==> config.mk <==
export PLATFORM = sky130hd
export DESIGN_NAME = sierpinski_triangle_subdivider
export DESIGN_NICKNAME = d
export VERILOG_FILES = /design/src/rtl/sts_pkg.sv /design/src/rtl/sierpinski_triangle_subdivider.sv
export SDC_FILE = /design/constraint.sdc
export NUM_CORES = 2
export LEC_CHECK = 0
export BUFFER_PORTS_ARGS = -buffer_cell sky130_fd_sc_hd__buf_4
export CAP_MARGIN = 0
export CORE_MARGIN = 5
export CORE_UTILIZATION = 40
export DETAILED_ROUTE_END_ITERATION = 16
export GPL_ROUTABILITY_DRIVEN = 0
export GPL_TIMING_DRIVEN = 1
export MAX_ROUTING_LAYER = met4
export SLEW_MARGIN = 15
export SYNTH_ARGS = -nofsm -noshare
export SYNTH_HDL_FRONTEND = slang
export SYNTH_SLANG_ARGS = --single-unit
==> constraint.sdc <==
create_clock -name clk -period 13.6 [get_ports clk]
set_clock_uncertainty 0.1 [all_clocks]
set_input_delay 2.72 -clock clk [delete_from_list [all_inputs] [get_ports clk]]
set_output_delay 2.72 -clock clk [all_outputs]
set_load 0.1 [all_outputs]
==> src/rtl/sts_pkg.sv <==
// ----------------------------------------------------------------------------
// sts_pkg
// types, constants and the midpoint function for the gasket subdivider
// ----------------------------------------------------------------------------
`timescale 1ns / 1ps

package sts_pkg;

  localparam int MaxLevels = 8;
  localparam int CoordW    = 16;
  localparam int PathW     = 16;
  localparam int LevelW    = 4;
  localparam int CfgIdxW   = 3;
  localparam int CfgDataW  = 16;
  localparam int CntW      = (LevelW > $clog2(MaxLevels + 1)) ? LevelW
                                                              : $clog2(MaxLevels + 1);

  localparam logic [CfgIdxW-1:0] RegAX     = 3'd0;
  localparam logic [CfgIdxW-1:0] RegAY     = 3'd1;
  localparam logic [CfgIdxW-1:0] RegBX     = 3'd2;
  localparam logic [CfgIdxW-1:0] RegBY     = 3'd3;
  localparam logic [CfgIdxW-1:0] RegCX     = 3'd4;
  localparam logic [CfgIdxW-1:0] RegCY     = 3'd5;
  localparam logic [CfgIdxW-1:0] RegLevels = 3'd6;

  localparam logic [1:0] DigitLower = 2'd0;
  localparam logic [1:0] DigitLeft  = 2'd1;
  localparam logic [1:0] DigitRight = 2'd2;

  localparam logic signed [CoordW-1:0] ResetAX = -16'sd16384;
  localparam logic signed [CoordW-1:0] ResetAY = -16'sd16384;
  localparam logic signed [CoordW-1:0] ResetBX = 16'sd0;
  localparam logic signed [CoordW-1:0] ResetBY = 16'sd16384;
  localparam logic signed [CoordW-1:0] ResetCX = 16'sd16384;
  localparam logic signed [CoordW-1:0] ResetCY = -16'sd16384;
  localparam logic [LevelW-1:0]        ResetLevels = 4'd1;

  typedef struct packed {
    logic signed [CoordW-1:0] x;
    logic signed [CoordW-1:0] y;
  } point_t;

  typedef struct packed {
    point_t a;
    point_t b;
    point_t c;
  } tri_t;

  typedef struct packed {
    logic [PathW-1:0] path;
    logic             bad;
    tri_t             corners;
  } stage_t;

  // floor of the half sum, exact over the widened sum
  function automatic logic signed [CoordW-1:0] half_sum(
    input logic signed [CoordW-1:0] p,
    input logic signed [CoordW-1:0] q
  );
    logic signed [CoordW:0] s;
    s = {p[CoordW-1], p} + {q[CoordW-1], q};
    return s[CoordW:1];
  endfunction

  function automatic point_t midpoint(input point_t p, input point_t q);
    point_t m;
    m.x = half_sum(p.x, q.x);
    m.y = half_sum(p.y, q.y);
    return m;
  endfunction

endpackage

==> src/rtl/sierpinski_triangle_subdivider.sv <==
// ----------------------------------------------------------------------------
// sierpinski_triangle_subdivider
// every leaf passes through all stage registers from input transfer to output valid
// throughput: one leaf per cycle while out_stall is low, whatever the level count; one level per stage
// stall holds each full stage with no empty stage after it; the rest still move (bubble removal)
// reset (rst, synchronous): pipeline empty, corners and level count to defaults
// ----------------------------------------------------------------------------
`timescale 1ns / 1ps

module sierpinski_triangle_subdivider (
  input  logic                              clk,
  input  logic                              rst,
  input  logic                              cfg_we,
  input  logic [sts_pkg::CfgIdxW-1:0]       cfg_index,
  input  logic [sts_pkg::CfgDataW-1:0]      cfg_data,
  input  logic                              in_valid,
  output logic                              in_stall,
  input  logic [sts_pkg::PathW-1:0]         leaf_path,
  output logic                              out_valid,
  input  logic                              out_stall,
  output logic signed [sts_pkg::CoordW-1:0] out_x0,
  output logic signed [sts_pkg::CoordW-1:0] out_y0,
  output logic signed [sts_pkg::CoordW-1:0] out_x1,
  output logic signed [sts_pkg::CoordW-1:0] out_y1,
  output logic signed [sts_pkg::CoordW-1:0] out_x2,
  output logic signed [sts_pkg::CoordW-1:0] out_y2,
  output logic                              bad_path
);

  localparam int Last = sts_pkg::MaxLevels - 1;

  sts_pkg::tri_t               outer;
  logic [sts_pkg::LevelW-1:0]  levels;
  logic [sts_pkg::CntW-1:0]    levels_ext;
  logic [sts_pkg::CntW-1:0]    levels_eff;

  sts_pkg::stage_t             st      [sts_pkg::MaxLevels];
  sts_pkg::stage_t             st_next [sts_pkg::MaxLevels];
  logic [sts_pkg::MaxLevels-1:0] vld;
  logic [sts_pkg::MaxLevels-1:0] adv;

  // configuration registers
  always_ff @(posedge clk) begin
    if (rst) begin
      outer.a.x <= sts_pkg::ResetAX;
      outer.a.y <= sts_pkg::ResetAY;
      outer.b.x <= sts_pkg::ResetBX;
      outer.b.y <= sts_pkg::ResetBY;
      outer.c.x <= sts_pkg::ResetCX;
      outer.c.y <= sts_pkg::ResetCY;
      levels    <= sts_pkg::ResetLevels;
    end else if (cfg_we) begin
      case (cfg_index)
        sts_pkg::RegAX:     outer.a.x <= cfg_data[sts_pkg::CoordW-1:0];
        sts_pkg::RegAY:     outer.a.y <= cfg_data[sts_pkg::CoordW-1:0];
        sts_pkg::RegBX:     outer.b.x <= cfg_data[sts_pkg::CoordW-1:0];
        sts_pkg::RegBY:     outer.b.y <= cfg_data[sts_pkg::CoordW-1:0];
        sts_pkg::RegCX:     outer.c.x <= cfg_data[sts_pkg::CoordW-1:0];
        sts_pkg::RegCY:     outer.c.y <= cfg_data[sts_pkg::CoordW-1:0];
        sts_pkg::RegLevels: levels    <= cfg_data[sts_pkg::LevelW-1:0];
        default: ;
      endcase
    end
  end

  // clamp level count to 1..MaxLevels
  always_comb begin
    levels_ext = sts_pkg::CntW'(levels);
    if (levels_ext == '0) begin
      levels_eff = sts_pkg::CntW'(1);
    end else if (levels_ext > sts_pkg::CntW'(sts_pkg::MaxLevels)) begin
      levels_eff = sts_pkg::CntW'(sts_pkg::MaxLevels);
    end else begin
      levels_eff = levels_ext;
    end
  end

  // a stage moves when it is empty or the one after it moves
  always_comb begin
    adv[Last] = !vld[Last] || !out_stall;
    for (int i = Last - 1; i >= 0; i--) begin
      adv[i] = !vld[i] || adv[i + 1];
    end
  end

  assign in_stall = !adv[0];

  for (genvar k = 0; k < sts_pkg::MaxLevels; k++) begin : g_level
    sts_pkg::stage_t src;
    logic            src_vld;
    logic [1:0]      digit;
    logic            active;
    sts_pkg::point_t ab;
    sts_pkg::point_t bc;
    sts_pkg::point_t ca;

    if (k == 0) begin : g_first
      always_comb begin
        src.path    = leaf_path;
        src.bad     = 1'b0;
        src.corners = outer;
        src_vld     = in_valid;
      end
    end else begin : g_rest
      always_comb begin
        src     = st[k - 1];
        src_vld = vld[k - 1];
      end
    end

    if (2 * k + 1 < sts_pkg::PathW) begin : g_digit
      assign digit = src.path[2 * k +: 2];
    end else begin : g_zero
      assign digit = sts_pkg::DigitLower;
    end

    assign active = sts_pkg::CntW'(k) < levels_eff;

    always_comb begin
      ab = sts_pkg::midpoint(src.corners.a, src.corners.b);
      bc = sts_pkg::midpoint(src.corners.b, src.corners.c);
      ca = sts_pkg::midpoint(src.corners.c, src.corners.a);
      st_next[k] = src;
      if (active) begin
        case (digit)
          sts_pkg::DigitLower: begin
            st_next[k].corners.b = ab;
            st_next[k].corners.c = ca;
          end
          sts_pkg::DigitLeft: begin
            st_next[k].corners.a = ab;
            st_next[k].corners.c = bc;
          end
          sts_pkg::DigitRight: begin
            st_next[k].corners.a = ca;
            st_next[k].corners.b = bc;
          end
          default: begin
            st_next[k].bad = 1'b1;
          end
        endcase
      end
    end

    always_ff @(posedge clk) begin
      if (rst) begin
        vld[k] <= 1'b0;
      end else if (adv[k]) begin
        vld[k] <= src_vld;
      end
    end

    always_ff @(posedge clk) begin
      if (adv[k]) begin
        st[k] <= st_next[k];
      end
    end
  end

  assign out_valid = vld[Last];
  assign bad_path  = st[Last].bad;
  assign out_x0    = st[Last].bad ? '0 : st[Last].corners.a.x;
  assign out_y0    = st[Last].bad ? '0 : st[Last].corners.a.y;
  assign out_x1    = st[Last].bad ? '0 : st[Last].corners.b.x;
  assign out_y1    = st[Last].bad ? '0 : st[Last].corners.b.y;
  assign out_x2    = st[Last].bad ? '0 : st[Last].corners.c.x;
  assign out_y2    = st[Last].bad ? '0 : st[Last].corners.c.y;

endmodule
# After elaboration in Yosys (flattened, before gate mapping)
# Memory sizes are Yosys's and may differ from the RTL's.
# Cells that the tools add are included.
# classes
add_sub_neg	48
n_lt_le_gt_ge	9
n_eq_ne	22
mux	64
reduce_logical	43
# ops
cell	count
$pmux W32 S2	24
$add A16 B16 Y17	48
$mux W97	8
$mux W16	6
$mux W1	24
$reduce_or A3 Y1	8
$eq A2 B1 Y1 const B	8
$eq A2 B2 Y1 const B	8
$logic_not A2 Y1	8
$lt A3 B4 Y1 const A	4
$reduce_and A2 Y1	7
$logic_not A1 Y1	10
$eq A3 B3 Y1 const B	3
$logic_or A1 B1 Y1	8
$lt A1 B4 Y1 const A	2
$lt A2 B4 Y1 const A	2
$mux W4	2
$eq A3 B2 Y1 const B	2
$gt A4 B4 Y1 const B	1
$logic_not A4 Y1	1
$eq A3 B1 Y1 const B	1
$logic_not A3 Y1	1
# word_totals
reg_bits	108
mem_bits_rw	904
inputBits	40
out_inout_bits	99
elab_cells	202
mem_count	1
# mem_list
name	words	width	rd	rd_ports_with_merged_regs	write_ports	line	rtl
st	8	113	8	0	8	sierpinski_triangle_subdivider.sv:37	sts_pkg::stage_t st [sts_pkg::MaxLevels];

# Logic depth before layout (Yosys ltp)
# logic_depth
word_depth	11
mapped_depth	11

# Least setup slack after synthesis
# Ideal clock, no wire load.
# synth_timing
kind	in2out
from	input out_stall
to	output in_stall
t_arrival_ns	10.140
setup_slack_ns	0.640
stages	6
path_cell_list	and3_1 -> and3_1 -> nand3_1 -> nor2_1 -> nand2_1 -> inv_1
# synth_between
elab_chain_cells	10
# synth_rtl
element	line	rtl
from (decl)	sierpinski_triangle_subdivider.sv:20	input logic out_stall,
$logic_not A1 Y1	sierpinski_triangle_subdivider.sv:80	adv[Last] = !vld[Last] || !out_stall;
$logic_or A1 B1 Y1	sierpinski_triangle_subdivider.sv:80	
$logic_or A1 B1 Y1 (5 in series)	sierpinski_triangle_subdivider.sv:82	adv[i] = !vld[i] || adv[i + 1];
named net adv, one bit	sierpinski_triangle_subdivider.sv:40	logic [sts_pkg::MaxLevels-1:0] adv;
$logic_or A1 B1 Y1 (2 in series)	sierpinski_triangle_subdivider.sv:82	
$logic_not A1 Y1	sierpinski_triangle_subdivider.sv:86	assign in_stall = !adv[0];
to (decl)	sierpinski_triangle_subdivider.sv:17	output logic in_stall,
# The timed path passes the listed nets, and every way through them passes these cells.

# Worst setup path in the final report
# Same ends and word-level chain as after synthesis.

==> flow_summary.json <==
{
  "gr-usage-all-layers_pct": 22.7,
  "die_x_um": 443,
  "cts_inserted_buffers": 103,
  "finalSetupTns_ns": 0,
  "vdd_ir_max_mv": 0.135,
  "netSwitchingFraction_pct": 34.6,
  "pin_count": 139,
  "layout.cells.most_common": "sky130_fd_sc_hd__nand2_1",
  "clkSlewWorstSetupHoldPaths_ns": 0.06,
  "drt_iter0_drc": 5590,
  "ys.warnings.count": 0,
  "leakage_dissipation_nw": 34.3,
  "post_cts_setup_buffer_count": 0,
  "synth_seq_cells": 940,
  "power.combinational.fraction_pct": 29.7,
  "first_pass_grt_wire_length_um": 352000,
  "p_per_area_nw_per_um2": 114,
  "grt_pass1_vias": 63789,
  "ant_nets": 0,
  "worst-endpoint-required_ns": 10.78,
  "cap_violations": 0,
  "post-dp-hpwl_um": 178000,
  "dieArea_um2": 196000,
  "most-common-layout-cells": "sky130_fd_sc_hd__nand2_1, sky130_fd_sc_hd__edfxtp_1, sky130_fd_sc_hd__ha_1",
  "core_area_um2": 187000,
  "avgViaCountPerCell": 5.99,
  "seq_power_share_pct": 40.5,
  "final_hold_viol_count": 0,
  "hold_path.class": "reg2reg",
  "preCtsSetupSlack_ns": 4.96,
  "layout_worst_path_cycle_share_pct": 62.7,
  "postSynthCellCount": 8315,
  "placementRows": 159,
  "share_of_flip_flops_with_an_asynchronous_set_or_reset_pct": 0,
  "drc": 0,
  "synth-edff-count": 832,
  "cts.repair.resized": 0,
  "setup.worst_path.end_class": "output pin",
  "cts_hold_repair_buffers": 0,
  "clockRootBuffer": "sky130_fd_sc_hd__clkbuf_16",
  "grt.overflow.total": 0,
  "placed_cell_count": 10684,
  "cellInternalPower_mw": 6.15,
  "num_vias": 65133,
  "initial_antenna_violation_count": 5,
  "post_synth.cell_area_avg_um2": 9.02,
  "routed_wirelength_um": 226000,
  "outcome": "completed",
  "final-max-slew-violation-count": 0,
  "tritoncts": "built",
  "start_util_pct": 40.1,
  "synth.yosys.seq_area_share_pct": 36.2,
  "total_of_buffers_placed_on_input_and_output_ports": 138,
  "switchingPower_mw": 3.26,
  "criticalPathCategory": "in2out",
  "routed_wire_length_per_instance_um": 20.7,
  "clock-sinks": 940,
  "unrepaired_setup_endpoints_after_global_routing": "no",
  "number_of_buffers_on_the_longest_clock_path": 3,
  "cts_max_level": 3,
  "final_period_minus_worst_setup_slack_ns": 8.52,
  "pin_count_of_the_biggest_net_entering_global_routing": 109,
  "flow.area_growth_from_synthesis_pct": 9.48,
  "num-nets-final": 9134,
  "finalSetupViolCount": 0,
  "max_slew.worst_pin.slew_ns": 1.15,
  "timing.fmax_mhz": 117,
  "relSlewSlack_pct": 23.1,
  "timing.final.ws_setup_ns": 5.08,
  "fraction_of_final_layout_cells_with_drive_strength_greater_than_1_pct": 6.17,
  "drt_pass1_iterations": 8,
  "finish.utilization_pct": 43.9,
  "fin_cells": 10881,
  "yosys.cell_types.count": 84,
  "synth_top_flop_cell": "sky130_fd_sc_hd__edfxtp_1",
  "postSynthNetCount": 9155,
  "die-height_um": 443,
  "critPathMaxFanout": 52,
  "worst_skew_pair.late_latency_ns": 0.73,
  "post_synth_instance_area_um2": 75000,
  "worst_ep_arrival_time_ns": 5.70,
  "setup.worst_path.start_class": "input port",
  "p_clk_share_pct": 29.8
}
-- worst max-delay path, cell delays in order --
cell and delay, ns:
sky130_fd_sc_hd__buf_4 0.11, sky130_fd_sc_hd__and3_1 0.33, sky130_fd_sc_hd__and3_1 0.42, sky130_fd_sc_hd__nand3_4 0.53, sky130_fd_sc_hd__nor2_1 0.61, sky130_fd_sc_hd__nand2_4 0.44
sky130_fd_sc_hd__inv_1 0.21, sky130_fd_sc_hd__buf_4 0.31
-- cell usage after synthesis, drive strengths merged (38+ instances only) --
cell type	count	area, um^2
a211oi	39	293
a21o	181	1360
a21oi	583	2930
a221oi	115	1020
a22o	40	350
a22oi	439	3300
a31oi	78	488
and2	39	244
and3	43	269
clkbuf	310	1160
dfxtp	108	2160
edfxtp	832	25000
fa	48	961
ha	752	9410
inv	211	792
nand2	1107	4160
nand2b	83	519
nand3	172	861
nand4	44	275
nor2	665	2500
nor2b	232	1450
nor3	112	561
o211ai	78	586
o21a	125	938
o21ai	681	3410
o21bai	51	383
o221ai	60	526
o22ai	54	338
o31ai	38	295
or3	45	282
xnor2	391	3420
xor2	181	1590
-- metal layers --
metal	GRT usage [%]	wire length (um)	vias to the layer above
li1	-	-	31193
met1	27.1	92000	30999
met2	38.9	110000	2367
met3	2.34	11600	574
met4	10.2	11700	0
met5	-	0	-
-- metrics by stage --
step,hold slack [ns],cell area (um^2),total power [mW]
after floorplan,0.300,75000,5.83
after global placement,0.303,78700,6.55
after detailed placement,0.305,78700,6.60
after CTS,0.311,82100,9.43
after global routing,0.318,82100,9.88
final,0.312,82200,9.40
-- state kept, by name (all words and copies together) (netlist names) --
| name | flops |
|---|---|
| st | 832 |
| g_level.src_vld | 7 |
| g_level.src | 96 |
| levels | 4 |
| out_valid | 1 |
-- power groups by stage --
stage / Clock [mW] / Sequential, mW / Combinational (mW)
floorplan: 0 / 3.69 / 2.14
global placement: 0 / 3.87 / 2.68
detailed placement: 0 / 3.86 / 2.74
CTS: 2.87 / 3.81 / 2.76
global route: 2.98 / 3.84 / 3.05
finish: 2.80 / 3.81 / 2.79
-- worst paths after layout --
kind	cells past startpoint	end	slack [ns]	from
min	0	st[0][449]$_DFFE_PP_	0.31	st[0][336]$_DFFE_PP_
max reg2reg	6	st[0][107]$_DFFE_PN_	9.75	out_valid$_SDFFE_PP0P_
max	8	in_stall	5.08	out_stall
min reg2reg	0	st[0][449]$_DFFE_PP_	0.31	st[0][336]$_DFFE_PP_
-- layout make-up --
type / instances / area, um^2
Multi-Input combinational cell: 6829 / 46100
Timing Repair Buffer: 207 / 1550
Antenna cell: 5 / 12.5
Fill cell: 17869 / 105000
Sequential cell: 940 / 27100
Clock inverter: 62 / 596
Inverter: 213 / 807
Tap cell: 2495 / 3120
Clock buffer: 130 / 2800
-- cell families after synthesis --
group / count (synthesis) / share of synthesized area, %
AO/OA/AOI/OAI: 2824 / 24.8
AND/OR/NAND/NOR: 2615 / 15.5
flip-flops: 940 / 36.2
adder cells (fa/ha/maj): 800 / 13.8
XOR/XNOR: 572 / 6.68
buffers and inverters: 546 / 2.73
multiplexers: 18 / 0.262
No activity file was read; power rests on OpenSTA's default activity.
